`config.mk`:
```
export PLATFORM = sky130hd
export DESIGN_NAME = button_press_classifier
export DESIGN_NICKNAME = d
export VERILOG_FILES = /design/src/hw/rtl/bpc_pkg.sv /design/src/hw/rtl/bpc_regs.sv /design/src/hw/rtl/button_press_classifier.sv
export VERILOG_INCLUDE_DIRS = /design/src /design/src/hw/rtl
export SDC_FILE = /design/constraint.sdc
export NUM_CORES = 1
export LEC_CHECK = 0
export ABC_AREA = 0
export BUFFER_PORTS_ARGS = -buffer_cell sky130_fd_sc_hd__buf_2
export CORE_UTILIZATION = 42
export CTS_BUF_LIST = sky130_fd_sc_hd__clkbuf_16
export CTS_CLUSTER_DIAMETER = 80
export DETAILED_ROUTE_END_ITERATION = 6
export PLACE_DENSITY = 0.73
export SYNTH_ARGS = -nofsm -noshare
export SYNTH_HDL_FRONTEND = slang
export SYNTH_SLANG_ARGS = --single-unit
```
`constraint.sdc`:
```
create_clock -name i_clk -period 4.3 [get_ports i_clk]
set_input_delay 0.645 -clock i_clk [delete_from_list [all_inputs] [get_ports i_clk]]
set_output_delay 0.645 -clock i_clk [all_outputs]
set_load 0.005 [all_outputs]
```
`src/hw/rtl/button_press_classifier_assert.svh`:
```
// Assertion macros for the button press classifier RTL.
`ifndef BUTTON_PRESS_CLASSIFIER_ASSERT_SVH
`define BUTTON_PRESS_CLASSIFIER_ASSERT_SVH

// Same-cycle implication, checked outside reset.
`define BPC_ASSERT_IMPL(label, ante, cons, msg) \
    label: assert property (@(posedge i_clk) disable iff (!i_rst_n) (ante) |-> (cons)) \
        else $error(msg);

// Next-cycle implication, checked outside reset.
`define BPC_ASSERT_NEXT(label, ante, cons, msg) \
    label: assert property (@(posedge i_clk) disable iff (!i_rst_n) (ante) |=> (cons)) \
        else $error(msg);

`endif

```
`src/hw/rtl/bpc_pkg.sv`:
```
// Shared types, constants and a helper function for the button press classifier.
package bpc_pkg;

    // Default tick counter width
    localparam int TICK_BITS_DEFAULT = 32;

    // Configuration port geometry
    localparam int APB_DATA_W = 32;
    localparam int APB_ADDR_W = 3;
    localparam int THRESH_W   = 16;
    localparam logic [THRESH_W-1:0] LONG_PRESS_RESET = 16'd500;

    // Register index decoded from paddr[2]
    typedef enum logic [0:0] {
        REG_LONG_PRESS = 1'b0,
        REG_UNMAPPED   = 1'b1
    } t_reg_idx;

    // Button set bits
    localparam logic [2:0] BTN_NONE   = 3'b000;
    localparam logic [2:0] BTN_MIDDLE = 3'b001;
    localparam logic [2:0] BTN_RIGHT  = 3'b010;
    localparam logic [2:0] BTN_LEFT   = 3'b100;

    // Event codes
    localparam logic [2:0] EV_NONE         = 3'd0;
    localparam logic [2:0] EV_MIDDLE_SHORT = 3'd1;
    localparam logic [2:0] EV_RIGHT_SHORT  = 3'd2;
    localparam logic [2:0] EV_LEFT_SHORT   = 3'd3;
    localparam logic [2:0] EV_MIDDLE_LONG  = 3'd4;
    localparam logic [2:0] EV_RIGHT_LONG   = 3'd5;
    localparam logic [2:0] EV_LEFT_LONG    = 3'd6;

    // Configuration seen by the classifier
    typedef struct packed {
        logic [THRESH_W-1:0] long_press_ticks;
    } t_cfg;

    // Map a single-button set to its short or long event; an empty set or a combination gives none
    function automatic logic [2:0] single_code(input logic [2:0] set, input logic is_long);
        logic [2:0] code;
        code = EV_NONE;
        case (set)
            BTN_MIDDLE: code = is_long ? EV_MIDDLE_LONG : EV_MIDDLE_SHORT;
            BTN_RIGHT:  code = is_long ? EV_RIGHT_LONG  : EV_RIGHT_SHORT;
            BTN_LEFT:   code = is_long ? EV_LEFT_LONG   : EV_LEFT_SHORT;
            default:    code = EV_NONE;
        endcase
        return code;
    endfunction

endpackage

```
`src/hw/rtl/bpc_regs.sv`:
```
// APB-style configuration register file for the button press classifier.
module bpc_regs (
    input  logic                             i_clk,
    input  logic                             i_rst_n,
    input  logic                             psel,
    input  logic                             penable,
    input  logic                             pwrite,
    input  logic [bpc_pkg::APB_ADDR_W-1:0]   paddr,
    input  logic [bpc_pkg::APB_DATA_W-1:0]   pwdata,
    output logic [bpc_pkg::APB_DATA_W-1:0]   prdata,
    output bpc_pkg::t_cfg                    o_cfg
);

    logic [bpc_pkg::THRESH_W-1:0] r_long_press_ticks;
    bpc_pkg::t_reg_idx            w_idx;
    logic                         w_wr;

    // Decode the word index and the write strobe of the access phase
    assign w_idx = bpc_pkg::t_reg_idx'(paddr[2]);
    assign w_wr  = psel & penable & pwrite;

    // Update the threshold register
    always_ff @(posedge i_clk) begin
        if (!i_rst_n) begin
            r_long_press_ticks <= bpc_pkg::LONG_PRESS_RESET;
        end else if (w_wr && (w_idx == bpc_pkg::REG_LONG_PRESS)) begin
            r_long_press_ticks <= pwdata[bpc_pkg::THRESH_W-1:0];
        end
    end

    // Return register contents on reads
    always_comb begin
        prdata = '0;
        unique case (w_idx)
            bpc_pkg::REG_LONG_PRESS: prdata = bpc_pkg::APB_DATA_W'(r_long_press_ticks);
            default:                 prdata = '0;
        endcase
    end

    assign o_cfg.long_press_ticks = r_long_press_ticks;

endmodule

```
`src/hw/rtl/button_press_classifier.sv`:
```
// Top level of the button press classifier: input register, classify step, result register.
//
// Usage:
//   Input channel (i_in_valid / o_in_ready) carries one poll request: the three
//   button levels (1 = pressed) and the free-running tick count. Output channel
//   (o_out_valid / i_out_ready) returns exactly one event code per poll:
//   0 none, 1..3 middle/right/left short, 4..6 middle/right/left long.
//   The APB-style port holds long_press_ticks at byte address 0 (reset 500);
//   write it only while no request is in flight.
// Path: an accepted request waits in the input register, is classified there, and
//   its event is loaded into the result register when the request advances.
// Throughput: 1 request per cycle unless the event channel stalls; the rate is set by the single
//   classify step (one tick subtraction and threshold compare) between the two registers.
// Reset: clears both stage valids, the press latch, the long flag and the
//   change tick, and loads the threshold with 500.
// Stall: while i_out_ready is low the result register holds its event; one more
//   request is taken into the input register, then o_in_ready drops.
module button_press_classifier #(
    parameter int TICK_BITS = bpc_pkg::TICK_BITS_DEFAULT
) (
    input  logic                             i_clk,
    input  logic                             i_rst_n,
    // Poll request channel
    input  logic                             i_in_valid,
    output logic                             o_in_ready,
    input  logic                             i_left_pressed,
    input  logic                             i_right_pressed,
    input  logic                             i_middle_pressed,
    input  logic [31:0]                      i_now_tick,
    // Event channel
    output logic                             o_out_valid,
    input  logic                             i_out_ready,
    output logic [2:0]                       o_event_code,
    // Configuration port
    input  logic                             psel,
    input  logic                             penable,
    input  logic                             pwrite,
    input  logic [bpc_pkg::APB_ADDR_W-1:0]   paddr,
    input  logic [bpc_pkg::APB_DATA_W-1:0]   pwdata,
    output logic [bpc_pkg::APB_DATA_W-1:0]   prdata,
    output logic                             pready
);

    `include "button_press_classifier_assert.svh"

    localparam int CMP_W = (TICK_BITS > bpc_pkg::THRESH_W) ? TICK_BITS : bpc_pkg::THRESH_W;

    bpc_pkg::t_cfg          w_cfg;

    // Input register
    logic                   r_in_vld;
    logic [2:0]             r_in_set;
    logic [31:0]            r_in_tick;

    // Press state
    logic [2:0]             r_latch;
    logic                   r_long_seen;
    logic [TICK_BITS-1:0]   r_change_tick;
    logic [2:0]             n_latch;
    logic                   n_long_seen;
    logic [TICK_BITS-1:0]   n_change_tick;

    // Result register
    logic                   r_out_vld;
    logic [2:0]             r_out_code;

    logic                   w_adv;
    logic [TICK_BITS-1:0]   w_now;
    logic [TICK_BITS-1:0]   w_diff;
    logic                   w_long_ok;
    logic [2:0]             w_code;

    bpc_regs u_regs (
        .i_clk   (i_clk),
        .i_rst_n (i_rst_n),
        .psel    (psel),
        .penable (penable),
        .pwrite  (pwrite),
        .paddr   (paddr),
        .pwdata  (pwdata),
        .prdata  (prdata),
        .o_cfg   (w_cfg)
    );

    assign pready = 1'b1;

    // Advance the held request when the result register is free or being drained
    assign w_adv      = r_in_vld && (!r_out_vld || i_out_ready);
    assign o_in_ready = !r_in_vld || w_adv;

    // Capture a poll request
    always_ff @(posedge i_clk) begin
        if (!i_rst_n) begin
            r_in_vld <= 1'b0;
        end else if (o_in_ready) begin
            r_in_vld <= i_in_valid;
        end
    end

    always_ff @(posedge i_clk) begin
        if (i_in_valid && o_in_ready) begin
            r_in_set  <= {i_left_pressed, i_right_pressed, i_middle_pressed};
            r_in_tick <= i_now_tick;
        end
    end

    // Wrap the tick into the counter width and test the hold time
    assign w_now     = TICK_BITS'(r_in_tick);
    assign w_diff    = w_now - r_change_tick;
    assign w_long_ok = CMP_W'(w_diff) >= CMP_W'(w_cfg.long_press_ticks);

    // Classify the held request against the press latch
    always_comb begin
        n_latch       = r_latch;
        n_long_seen   = r_long_seen;
        n_change_tick = r_change_tick;
        w_code        = bpc_pkg::EV_NONE;
        if (r_in_set == r_latch) begin
            if ((r_in_set != bpc_pkg::BTN_NONE) && w_long_ok) begin
                n_long_seen = 1'b1;
                w_code      = bpc_pkg::single_code(r_in_set, 1'b1);
            end
        end else begin
            if (r_in_set != bpc_pkg::BTN_NONE) begin
                n_latch = r_latch | r_in_set;
            end else begin
                if (!r_long_seen) begin
                    w_code = bpc_pkg::single_code(r_latch, 1'b0);
                end
                n_latch     = bpc_pkg::BTN_NONE;
                n_long_seen = 1'b0;
            end
            n_change_tick = w_now;
        end
    end

    // Commit press state when the request advances
    always_ff @(posedge i_clk) begin
        if (!i_rst_n) begin
            r_latch       <= bpc_pkg::BTN_NONE;
            r_long_seen   <= 1'b0;
            r_change_tick <= '0;
        end else if (w_adv) begin
            r_latch       <= n_latch;
            r_long_seen   <= n_long_seen;
            r_change_tick <= n_change_tick;
        end
    end

    // Load or drain the result register
    always_ff @(posedge i_clk) begin
        if (!i_rst_n) begin
            r_out_vld <= 1'b0;
        end else if (w_adv) begin
            r_out_vld <= 1'b1;
        end else if (i_out_ready) begin
            r_out_vld <= 1'b0;
        end
    end

    always_ff @(posedge i_clk) begin
        if (w_adv) begin
            r_out_code <= w_code;
        end
    end

    assign o_out_valid  = r_out_vld;
    assign o_event_code = r_out_code;

    // Checks
    `BPC_ASSERT_IMPL(a_code_range, o_out_valid, o_event_code <= bpc_pkg::EV_LEFT_LONG, "event code out of range")
    `BPC_ASSERT_IMPL(a_flag_needs_latch, r_latch == bpc_pkg::BTN_NONE, !r_long_seen, "long flag set with empty latch")
    `BPC_ASSERT_NEXT(a_long_sets_flag, w_adv && (w_code >= bpc_pkg::EV_MIDDLE_LONG), r_long_seen, "long press without flag")
    `BPC_ASSERT_NEXT(a_short_clears, w_adv && (w_code != bpc_pkg::EV_NONE) && (w_code <= bpc_pkg::EV_LEFT_SHORT), r_latch == bpc_pkg::BTN_NONE, "short press left latch set")

endmodule
```
* Word-level counts from Yosys, hierarchy flattened
Cells that the tools add are included.
** Cells by class
- $add $sub $neg :: 1
- Magnitude comparators :: 1
- Equality and inequality tests :: 9
- Muxes and demuxes :: 13
- Bitwise gates (word level) :: 5
- Reductions and logical operators :: 12
** Operators by type and width (count)
- >= comparator 32 x 16 -> 1 bit :: 1
- subtractor 32 bit :: 1
- 2-to-1 mux 16 bit :: 1
- 2-to-1 mux 3 bit :: 3
- one-hot mux 3 bit (3 select lines) :: 1
- equality test 3 x 1 -> 1 bit (second input constant) :: 2
- equality test 3 x 2 -> 1 bit (second input constant) :: 2
- equality test 3 bit (second input constant) :: 2
- one-hot mux 2 bit (3 select lines) :: 1
- 2-to-1 mux 1 bit :: 5
- logical AND 1 bit :: 4
- 2-to-1 mux 2 bit :: 2
- equality test 3 bit :: 1
- OR 3 bit :: 1
- AND reduction 3 bit :: 1
- nonzero test 3 bit :: 1
- AND 1 bit :: 2
- zero test 1 bit :: 2
- logical OR 1 bit :: 2
- inequality test 2 x 1 -> 1 bit (second input constant) :: 1
- inequality test 2 bit (second input constant) :: 1
- inverter 1 bit :: 2
- AND reduction 2 bit :: 1
- nonzero test 2 bit :: 1
** Word-level totals
- Bits in registers :: 92
- Output and inout bits :: 38

* Depth between registers and ports, before layout
- Word-level depth :: 5
- Gate-level depth with buffers :: 20
- Mapped depth without buffers :: 20

* Modules after synthesis
Synthesis repeated with hierarchy kept, for this count alone.
** Second synthesis, totals
- Cell total of the unflattened synthesis :: 717
- Area, all modules :: 6162.2 um2
** Modules (own cells, without submodules)
- button_press_classifier :: times used 1, cells an instance 613, area each 5236.3 um2
- bpc_regs :: times used 1, cells an instance 104, area each 925.9 um2

* Worst setup path before layout
No wires, ideal clock.
- Path type :: register to register
- From :: register r_in_tick[2]
- To :: register r_out_code[0] (netlist: o_event_code[0]), data pin
- Arrival time :: 3601 ps
- Required time :: 4026 ps
- Setup slack :: 425 ps
- Cell stages (with the launch flop) :: 19
- Clock period less this slack :: 3875 ps
- Path through :: edfxtp_1 ha_1 o211ai_1 a21oi_1 o21bai_1 a21o_1 nor2b_1 o21ai_0 xor2_1 ha_1 a221oi_1 o21ai_0 a211oi_1 nor4bb_1 nand3_1 nor4_1 nand4_1 o41ai_2 o32ai_1
** Between the ends
- Longest elaborated chain between the ends :: 5
** Ends and longest elaborated chain
- start, declared :: RTL line button_press_classifier.sv:53 : logic [31:0] r_in_tick;
- start signal, assigned :: RTL line button_press_classifier.sv:103 : r_in_tick <= i_now_tick;
- subtractor 32 bit :: RTL line button_press_classifier.sv:109 : assign w_diff = w_now - r_change_tick;
- >= comparator 32 x 16 -> 1 bit :: RTL line button_press_classifier.sv:110 : assign w_long_ok = CMP_W'(w_diff) >= CMP_W'(w_cfg.long_press_ticks);
- logical AND 1 bit :: RTL line button_press_classifier.sv:119 : if ((r_in_set != bpc_pkg::BTN_NONE) && w_long_ok) begin
- 2-to-1 mux 3 bit :: RTL line button_press_classifier.sv:119
- 2-to-1 mux 3 bit :: RTL line button_press_classifier.sv:118 : if (r_in_set == r_latch) begin
- net w_code[0] :: RTL line button_press_classifier.sv:71 : logic [2:0] w_code;
- end signal, assigned :: RTL line button_press_classifier.sv:163 : r_out_code <= w_code;
- end, declared :: RTL line button_press_classifier.sv:65 : logic [2:0] r_out_code;
The timed path passes the listed nets, and every way through them passes these cells.
A chain may end at the register's enable or synchronous reset.

* Worst setup path after layout
- From :: register r_in_tick[4]
- To :: register r_out_code[0] (netlist: o_event_code[0]), data pin
Same word-level chain as after synthesis.

==> flow_summary.json <==
{
  "required_ns": 4.40,
  "worstHoldPathCells": 1,
  "timing.setup.critical_path_class": "reg2reg",
  "crit_path_max_fanout": 3,
  "power.static_leakage_uw": 0.00285,
  "maximum_number_of_pins_on_one_net_before_global_route_repair": 56,
  "power.combinational.fraction_pct": 24.3,
  "gr-usage-all-layers_pct": 19.0,
  "worstPathBufferInverterCount": 1,
  "synth_top_family_by_area": "compound AO/OA/AOI/OAI gates",
  "cts_buffer_depth": 2,
  "synth_cell_types": 67,
  "power.share.switching_pct": 28.4,
  "ctsHtreeMaxLevel": 3,
  "rsz0062_at_grt": "true",
  "finish.net_count": 912,
  "layout_worst_path_cycle_share_pct": 99.9,
  "vias": 4949,
  "layout_min_cycle_time_ns": 4.30,
  "yosys.area_share.simple_pct": 17.6,
  "fp.dieH_um": 121,
  "routabilityCongestion": 0.839,
  "synth-adder-area-share_pct": 10.9,
  "insertedDiodeCount": 0,
  "numCtsBuffers": 9,
  "floorplan.core_area_mm2": 0.0138,
  "timing.final.hold_violations": 0,
  "achievable-frequency_mhz": 233,
  "worst_path_clk_slew_ns": 0.07,
  "worstHoldStart": "i_now_tick[2]",
  "drc": 0,
  "cts-hold-fix-buffers": 0,
  "synthXorXnorAreaFrac_pct": 3.99,
  "vdd.ir_drop.worst_v": 0.000199,
  "grt_pass1_wl_um": 21700,
  "clock-skew-final_ns": 0.00928,
  "antenna_found_initial": 0,
  "first_global_vias": 4546,
  "fin_cells": 969,
  "power.switching_uw": 671,
  "synthesis.area_per_instance_um2": 8.52,
  "detail_route.iter0.violations": 218,
  "placed_cells_incl_taps": 950,
  "cts.sink_count": 92,
  "timing.reg2reg.worst_path_depth": 20,
  "area_delta_synth_final_pct": 17.7,
  "clock-root-buffer": "sky130_fd_sc_hd__clkbuf_16",
  "power_report.internal_total_uw": 1690,
  "globalRouteOverflowTotal": 0,
  "critical_path.cell_chain": "ha_4, o211ai_1, a21oi_2, o21bai_1, a21o_1, nor2b_4, o21bai_1, a21oi_2, xnor2_2, ha_1, nand4_1, nor3_1, a211oi_1, nor4bb_2, nand3_1, nor4_2, nand4_1, o41ai_2, buf_4, o32ai_1",
  "finalWirelength_um": 13000,
  "crit_slowest_cell": "sky130_fd_sc_hd__edfxtp_1",
  "timing.hold.worst.class": "in2reg",
  "fin_worst_hold_slack_ns": 0.462,
  "final-max-slew-violation-count": 0,
  "synth-edff-count": 38,
  "worst_setup_path_end_kind": "flop",
  "die-area_mm2": 0.0146,
  "synth-compound-area-share_pct": 21.1,
  "r2r_start": "r_in_tick[4]$_DFFE_PP_",
  "max-cap-violations": 0,
  "detail_route.wl_per_cell_um": 13.5,
  "placement_rows": 43,
  "io_pins": 115,
  "power_per_cell_area_mw_per_mm2": 339,
  "synthMuxAreaShare_pct": 0.507,
  "p_seq_share_pct": 41.6,
  "slowest_delay_ns": 0.44,
  "yosysWarningCount": 0,
  "crit_arrival_ns": 4.39,
  "worstSkewPairLatency_ns": 0.35,
  "hold_path_end": "r_in_tick[2]$_DFFE_PP_",
  "maxSlewHeadroom_pct": 40.9,
  "outcome": "finished clean",
  "clockPowerShare_pct": 34.1,
  "post_synth_inst_count": 695,
  "post_route_cells_drive_above_1_share_pct": 18.5,
  "synth_async_sr_flop_share_pct": 0,
  "dr.pass1.iters": 5,
  "total_of_flip_flops_plus_latches_after_synthesis": 92,
  "regToRegEndpoint": "o_event_code[0]$_DFFE_PP_",
  "synth_sequential_area_ratio_pct": 37.5,
  "initial_utilization_pct": 42.8,
  "worst_setup_path_start_kind": "flop",
  "crit_family": "compound AO/OA/AOI/OAI gates",
  "dominantRegCellSynth": "sky130_fd_sc_hd__dfxtp_1",
  "reg2reg_setup_slack_ns": 0.004,
  "tightest_slew_ns": 0.886,
  "final_antenna_net_count": 0,
  "finalSetupViolations": 0,
  "port-buffer-count": 79,
  "cts_tree": "yes",
  "syn_area_mm2": 0.00592,
  "post_drt_via_cell_ratio": 5.11,
  "die_width_um": 121,
  "hpwl_um": 9710
}
per-layer routing:
layer | vias to the layer above | part of all wire [%] | global-route usage (%) | wire length, um
li1 | 2562 | - | - | -
met5 | - | 0 | 0 | 0
met1 | 2259 | 49 | 25.0 | 6370
met2 | 115 | 45 | 30.5 | 5920
met4 | 0 | 1.7 | 6.79 | 221
met3 | 13 | 4.0 | 4.34 | 518
cells by family (layout without fill, tap and decap cells):
logic type      after synthesis  count (layout)
fa+ha+maj                    51              51
flops                        92              92
buf+inv                     109             188
mux                           3               3
compound gates              182             182
simple gates                229             229
xor+xnor                     27              27
other cells                   2              17
worst register-to-register path, stage by stage, from the launching register on:
cell	delay, ns
sky130_fd_sc_hd__edfxtp_1	0.44
sky130_fd_sc_hd__ha_4	0.30
sky130_fd_sc_hd__o211ai_1	0.10
sky130_fd_sc_hd__a21oi_2	0.16
sky130_fd_sc_hd__o21bai_1	0.11
sky130_fd_sc_hd__a21o_1	0.19
sky130_fd_sc_hd__nor2b_4	0.14
sky130_fd_sc_hd__o21bai_1	0.18
sky130_fd_sc_hd__a21oi_2	0.09
sky130_fd_sc_hd__xnor2_2	0.16
sky130_fd_sc_hd__ha_1	0.33
sky130_fd_sc_hd__nand4_1	0.12
sky130_fd_sc_hd__nor3_1	0.06
sky130_fd_sc_hd__a211oi_1	0.21
sky130_fd_sc_hd__nor4bb_2	0.25
sky130_fd_sc_hd__nand3_1	0.16
sky130_fd_sc_hd__nor4_2	0.31
sky130_fd_sc_hd__nand4_1	0.15
sky130_fd_sc_hd__o41ai_2	0.33
sky130_fd_sc_hd__buf_4	0.19
sky130_fd_sc_hd__o32ai_1	0.06
what timing repair did:
action	CTS	global route
gates resized for setup	4	14
setup buffers	0	3
endpoints found under the setup margin	3	4
pin swaps	0	16
cells in the final DEF (no fill, tap or decap), types with 5 or more instances in the layout:
cell / instances
sky130_fd_sc_hd__ha_1: 47
sky130_fd_sc_hd__buf_4: 29
sky130_fd_sc_hd__nor2b_1: 7
sky130_fd_sc_hd__dfxtp_1: 54
sky130_fd_sc_hd__a21o_1: 15
sky130_fd_sc_hd__edfxtp_1: 38
sky130_fd_sc_hd__a21oi_2: 5
sky130_fd_sc_hd__nand2_1: 118
sky130_fd_sc_hd__clkbuf_16: 10
sky130_fd_sc_hd__nor3_1: 13
sky130_fd_sc_hd__a31oi_1: 6
sky130_fd_sc_hd__nand4_1: 12
sky130_fd_sc_hd__xor2_1: 9
sky130_fd_sc_hd__conb_1: 17
sky130_fd_sc_hd__inv_1: 66
sky130_fd_sc_hd__o211ai_1: 12
sky130_fd_sc_hd__nand3_1: 8
sky130_fd_sc_hd__nor2_1: 37
sky130_fd_sc_hd__a21oi_1: 40
sky130_fd_sc_hd__xnor2_1: 17
sky130_fd_sc_hd__nand2b_1: 10
sky130_fd_sc_hd__buf_2: 79
sky130_fd_sc_hd__o21bai_1: 6
sky130_fd_sc_hd__a21boi_0: 43
sky130_fd_sc_hd__a211oi_1: 6
sky130_fd_sc_hd__o21ai_0: 17
power by group through the flow:
stage	registers (uW)	clock network [uW]	logic [uW]
finish	981	805	575
CTS	980	828	554
detailed placement	999	0	547
global route	986	857	649
floorplan	993	0	399
global placement	998	0	542
sequential cells by signal, summed over array words and instances (netlist names), 3 cells and up:
signal and count:
r_change_tick 32, r_in_tick 32, u_regs.o_cfg 16, o_event_code 3, r_in_set 3, r_latch 3
cells in the mapped netlist, drive strengths merged, types with 2 or more instances:
master,count,share of area [%]
nor3,13,1.1
buf,28,3.1
clkbuf,17,1.1
or3,3,0.32
o21a,2,0.25
nand3,8,0.68
and2,2,0.21
a221oi,2,0.30
o41ai,2,0.42
inv,64,4.1
a21boi,43,5.4
xor2,9,1.3
o21ai,21,1.8
a211oi,6,0.76
xnor2,18,2.7
o21ba,2,0.34
nand2b,10,1.1
a21oi,46,4.1
dfxtp,54,18
nand2,118,7.5
o211ai,13,1.7
nand4,12,1.3
o31ai,3,0.38
nor2,38,2.4
nor2b,8,0.84
and4b,2,0.34
and3,2,0.21
ha,50,11
o21bai,6,0.76
or2,3,0.32
o31a,2,0.30
a31oi,6,0.63
nor4,3,0.32
o32ai,3,0.44
mux2i,3,0.51
a21o,15,1.9
conb,2,0.13
edfxtp,38,19
final cells by class:
class / count / area (um2)
Clock inverter: 6 / 53.8
Inverter: 64 / 240
Clock buffer: 10 / 250
Sequential cell: 92 / 2220
Multi-Input combinational cell: 509 / 3360
Fill cell: 1307 / 6860
Tap cell: 180 / 225
Timing Repair Buffer: 108 / 613
per-stage QoR:
step	power [uW]	instance area [um2]	utilization, %	setup WS, ns	TNS, ns
floorplan	1390	5980	-	0.425	0
global placement	1540	6550	47.4	-0.0120	-0.0229
detailed placement	1550	6550	47.4	-0.0344	-0.0539
CTS	2360	6870	49.7	0.0279	0
global route	2490	6970	50.4	-0.281	-0.794
finish	2360	6970	50.4	0.00429	0
worst max path at each step:
stage / depth (start not counted) / startpoint / end
after global placement: 19 / r_in_tick[4]$_DFFE_PP_ / o_event_code[1]$_DFFE_PP_
final: 20 / r_in_tick[4]$_DFFE_PP_ / o_event_code[0]$_DFFE_PP_
after detailed placement: 19 / r_in_tick[2]$_DFFE_PP_ / o_event_code[1]$_DFFE_PP_
after global routing: 20 / r_in_tick[1]$_DFFE_PP_ / o_event_code[0]$_DFFE_PP_
after CTS: 19 / r_in_tick[4]$_DFFE_PP_ / o_event_code[1]$_DFFE_PP_
after floorplan: 18 / r_in_tick[2]$_DFFE_PP_ / o_event_code[0]$_DFFE_PP_
No activity file was read; power rests on OpenSTA's default activity.
